**src/hdl/ircsa_pkg.sv**
```systemverilog
// Shared types, constants and helpers for the IP route cache.
`default_nettype none

package ircsa_pkg;

    // Field and entry widths
    localparam int ADDR_W   = 32;
    localparam int PORT_W   = 4;
    localparam int CFG_W    = 11;
    localparam int AGE_W    = 8;
    localparam logic [AGE_W-1:0] AGE_MAX = {AGE_W{1'b1}};

    // Set-index remainder: bits retired per divider step
    localparam int DIV_BITS  = 4;
    localparam int DIV_STEPS = ADDR_W / DIV_BITS;
    localparam int DIV_CNT_W = (DIV_STEPS > 1) ? $clog2(DIV_STEPS) : 1;

    // Parameter defaults
    localparam int DEF_NUM_SETS  = 1024;
    localparam int DEF_WAYS      = 4;
    localparam int DEF_PORT_BITS = 4;

    // Controller states
    typedef enum logic [2:0] {
        ST_CLEAR,
        ST_IDLE,
        ST_DIV,
        ST_READ,
        ST_UPDATE
    } state_t;

    // Commands from controller to datapath
    typedef struct packed {
        logic clear;
        logic load;
        logic div_step;
        logic mem_read;
        logic update;
    } cmd_t;

    // Status from datapath to controller
    typedef struct packed {
        logic clear_done;
        logic div_done;
    } sts_t;

    // Saturating age increment
    function automatic logic [AGE_W-1:0] age_up(input logic [AGE_W-1:0] a);
        age_up = (a == AGE_MAX) ? a : a + 1'b1;
    endfunction

endpackage

`default_nettype wire

```
**src/hdl/ircsa_ctrl.sv**
```systemverilog
// Controller state machine: clearing pass, remainder, row read and update.
`default_nettype none

module ircsa_ctrl
    import ircsa_pkg::*;
(
    input  wire logic clk,
    input  wire logic rst_n,
    input  wire logic start,
    input  wire sts_t sts,
    output cmd_t      cmd,
    output logic      busy
);

    state_t state_reg;
    state_t state_next;

    // Hold the state
    always_ff @(posedge clk or negedge rst_n)
    begin
        if (!rst_n)
        begin
            state_reg <= ST_CLEAR;
        end
        else
        begin
            state_reg <= state_next;
        end
    end

    // Sequence the clearing pass, then one word at a time, through the datapath
    always_comb
    begin
        state_next = state_reg;
        cmd        = '0;
        busy       = 1'b1;
        unique case (state_reg)
            ST_CLEAR:
            begin
                cmd.clear = 1'b1;
                if (sts.clear_done)
                begin
                    state_next = ST_IDLE;
                end
            end
            ST_IDLE:
            begin
                busy = 1'b0;
                if (start)
                begin
                    cmd.load   = 1'b1;
                    state_next = ST_DIV;
                end
            end
            ST_DIV:
            begin
                cmd.div_step = 1'b1;
                if (sts.div_done)
                begin
                    state_next = ST_READ;
                end
            end
            ST_READ:
            begin
                cmd.mem_read = 1'b1;
                state_next   = ST_UPDATE;
            end
            ST_UPDATE:
            begin
                cmd.update = 1'b1;
                state_next = ST_IDLE;
            end
            default:
            begin
                state_next = ST_IDLE;
            end
        endcase
    end

    // At most one datapath command per cycle
    a_cmd_onehot: assert property (@(posedge clk) disable iff (!rst_n)
        $onehot0({cmd.clear, cmd.load, cmd.div_step, cmd.mem_read, cmd.update}))
        else $error("controller issued more than one command");

endmodule

`default_nettype wire

```
**config.mk**
```make
export PLATFORM = sky130hd
export DESIGN_NAME = ircsa_ctrl
export DESIGN_NICKNAME = d
export VERILOG_FILES = /design/src/hdl/ircsa_pkg.sv /design/src/hdl/ircsa_ctrl.sv
export SDC_FILE = /design/constraint.sdc
export NUM_CORES = 1
export LEC_CHECK = 0
export ABC_CLOCK_PERIOD_IN_PS = 2700
export BUFFER_PORTS_ARGS = -buffer_cell sky130_fd_sc_hd__buf_4
export CORE_AREA = 3 3 40 42
export CTS_CLUSTER_DIAMETER = 200
export DETAILED_ROUTE_END_ITERATION = 7
export DIE_AREA = 0 0 43 45
export GPL_TIMING_DRIVEN = 0
export PLACE_DENSITY_LB_ADDON = 0.12
export SYNTH_ARGS = -nofsm -noshare
export SYNTH_HDL_FRONTEND = slang
export SYNTH_SLANG_ARGS = --single-unit
```
**constraint.sdc**
```tcl
create_clock -name clk -period 2.7 [get_ports clk]
set_clock_uncertainty 0.15 [all_clocks]
set_input_delay 0.54 -clock clk [delete_from_list [all_inputs] [get_ports clk]]
set_output_delay 0.54 -clock clk [all_outputs]
set_load 0.02 [all_outputs]
```
### After elaboration in Yosys (flattened, before gate mapping)

Index checks and enable logic that the tools add are counted.

| operators by class | value |
|---|---|
| reductions and logical operators | 2 |
| eq/ne operators | 7 |
| muxes and demuxes | 11 |

Operators with widths:

| cell | number |
|---|---|
| $pmux 3 s4 | 1 |
| $mux 3 | 3 |
| $mux 1 | 7 |
| $eq 3x2->1 const B | 2 |
| $ne 2x2->1 const B | 3 |
| $eq 3x1->1 const B | 1 |
| $eq 3x3->1 const B | 1 |
| $logic_not 3->1 | 1 |
| $reduce_and 3->1 | 1 |

| storage, ports and cells | value |
|---|---|
| input port bits | 5 |
| flip-flop bits (word level) | 3 |
| logic and storage cells | 21 |
| output and inout bits | 6 |

### Depth between registers and ports, before layout

| depth | value |
|---|---|
| depth in word-level cells | 3 |
| gate-level depth with buffers | 3 |

### Worst setup path after synthesis

No wires, ideal clock.

| timing | value |
|---|---|
| kind | register -> output |
| start point | register state_reg[2] |
| end point | output port cmd[0] (netlist name) |
| slack | 1.009 ns |
| stages on the path, launching flop included | 3 |
| data required time | 2.010 ns |
| path buffers | 1 |
| arrival | 1.001 ns |
| cell sequence | dfrtp_1 clkbuf_2 nor3b_1 |

RTL lines:

| what | line | source |
|---|---|---|
| start, declared | ircsa_ctrl.sv:15 | `state_t state_reg;` |
| start signal, assigned | ircsa_ctrl.sv:27 | `state_reg <= state_next;` |
| end, declared | ircsa_ctrl.sv:11 | `output cmd_t cmd,` |

==> metrics.yaml <==
ys_ff_latch: 3
drv_cap: 0
switching_share_pct: 43.2
synthCells: 21
slowest_stage: "dfrtp_1"
die_x_um: 43
portBuffers: 10
internal_power_w: 0.000201
netlist_area_um2: 164
period_minus_slack_ns: 1.87
netlist-cell-type-count: 13
min_path_type: "in2reg"
ant_nets: 0
tritoncts: "built"
seqPwrFrac_pct: 25.4
grt_pass1_vias: 204
drive_above_1_share_pct: 38.9
cts-resized-gates: 0
slew_violations: 0
rsz0062_at_grt: "false"
place_ws_ns: 1.05
drcViolationCount: 0
path_delay_family: "flip-flops"
cpPeakStageDelay_ns: 0.35
start_util_pct: 12.8
n_antenna_cell: 0
required_ns: 2.01
grt-ovfl-total: 0
crit_path_start: "state_reg[2]"
die_area_um2: 1940
wl_um: 462
cp.arrival_ns: 1.18
worst_pin_slew_ns: 0.225
cp_max_fo: 8
min-delay-start: "sts[0]"
setup_tns_ns: 0
ir_drop_mv: 0.234
htree_levels: 1
core_area_um2: 1280
drt_iter0_drc: 2
ios: 11
pwr-share-clk_pct: 22.5
numCtsBuffers: 3
regArea_um2: 75.1
fmax_mhz: 535
hold_violations: 0
hpwlAfterDp_um: 347
yosysSeqAreaShare_pct: 45.8
slew_headroom_pct: 85.0
antenna_found_initial: 0
holdBufCountCts: 1
avgRoutedWirePerCell_um: 9.06
via_per_inst: 3.71
grt_first_pass_wirelength_um: 786
grt_max_degree: 9
cp-start-kind: "register"
crit_path_end_kind: "output pin"
die_h_um: 45
firstDrtPassIters: 2
insertion_delay_ns: 0.23
fin_ws_ns: 0.831
path_cells: "clkbuf_2 -> nor2_1 -> and3_1 -> buf_4"
p_sw_w: 0.000153
cts.sinks: 3
cp_num_buf_inv: 2
clk_pin_slew_ns: 0.04
clockRootBuffer: "clkbuf_4"
multi_input_area_um2: 80.1
num_vias: 189
layout_worst_path_cycle_share_pct: 69.2
cts_max_path_buffers: 2
grt_use_total_pct: 5.67
reg2reg_from: "state_reg[0]"
gp_congestion: 0.662
status: "completed"
post_cts_buffers: 0
combPwrFrac_pct: 52.0
syn_area_per_cell_um2: 7.81
rows: 13
synthesis.nets: 26
largest_reg_flops: 3
path_class: "reg2out"
power_leakage_nw: 0.151
fin_nets: 42
fill_cells: 150
area_growth_pct: 79.4
p_per_area_nw_per_um2: 1210
setup_violations: 0
yosysWarnings: 0
worst min-delay path: cells and delay by family:
kind	cells	cell delay, ns
buf+inv	1	0.07
compound gates	2	0.14
layout by cell type, fill, tap and decap left out:
cell type / netlist / final
nor2_1: 4 / 4
clkbuf_1: 0 / 1
dlygate4sd3_1: 0 / 1
o21ai_1: 1 / 1
clkbuf_2: 1 / 1
nor3_1: 1 / 1
nor3b_1: 1 / 1
nand2_1: 3 / 3
buf_4: 0 / 10
and3_1: 1 / 1
nand3b_1: 1 / 1
a31oi_1: 1 / 1
inv_1: 1 / 1
clkbuf_4: 0 / 3
dfrtp_1: 3 / 3
a21oi_1: 2 / 2
nor2b_1: 1 / 1
cell usage after synthesis:
cell type	n	share of area, %
nor2_1	4	9.2
dfrtp_1	3	46
and3_1	1	3.8
inv_1	1	2.3
a21oi_1	2	6.1
nand3b_1	1	4.6
o21ai_1	1	3.1
nor3_1	1	3.1
nor2b_1	1	3.8
nor3b_1	1	4.6
a31oi_1	1	3.8
nand2_1	3	6.9
clkbuf_2	1	3.1
final cells by class:
class	instances	share of cell area [%]
inverters	1	1.28
plain buffers	1	1.70
flip-flops and latches	3	25.5
well taps	15	6.38
repair buffers	11	28.9
clock buffers	4	8.94
multi-input cells	16	27.2
cell families after synthesis:
| logic type | Yosys count | synth area share (%) |
|---|---|---|
| flops | 3 | 45.8 |
| buf+inv | 2 | 5.34 |
| compound gates | 4 | 13.0 |
| simple gates | 12 | 35.9 |
final timing paths:
check | endpoint | slack, ns | cells after the start
setup / recovery | cmd[3] | 0.83 | 4
hold / removal | state_reg[0] | 0.41 | 3
setup reg to reg | state_reg[0] | 1.64 | 3
hold reg to reg | state_reg[2] | 0.44 | 2
max in group asynchronous | state_reg[2] | 1.82 | 2
min in group asynchronous | state_reg[0] | 0.49 | 2
through the flow:
step / utilization (%) / total power, W / hold slack (ns) / cell area [um2] / cells
floorplan: - / 0.000200 / 0.0944 / 164 / 21
global placement: 20.1 / 0.000279 / 0.181 / 258 / 46
detailed placement: 20.1 / 0.000279 / 0.182 / 258 / 46
CTS: 22.9 / 0.000364 / 0.409 / 294 / 51
global route: 22.9 / 0.000388 / 0.450 / 294 / 51
finish: 22.9 / 0.000355 / 0.410 / 294 / 51
layer usage:
| layer | GRT usage (%) | vias to the layer above | share of wire, % |
|---|---|---|---|
| met5 | 0 | - | 0 |
| met4 | 1.81 | 0 | 0 |
| met3 | 3.98 | 0 | 11 |
| met2 | 7.78 | 8 | 46 |
| met1 | 7.02 | 80 | 43 |
| li1 | - | 101 | - |
power by group through the flow:
stage | combinational (W) | sequential, W | clock [W]
floorplan | 0.000116 | 0.0000839 | 0
global placement | 0.000186 | 0.0000925 | 0
detailed placement | 0.000187 | 0.0000917 | 0
CTS | 0.000189 | 0.0000914 | 0.0000842
global route | 0.000205 | 0.0000957 | 0.0000879
finish | 0.000185 | 0.0000902 | 0.0000798
Power figures use the tool's default switching activity.
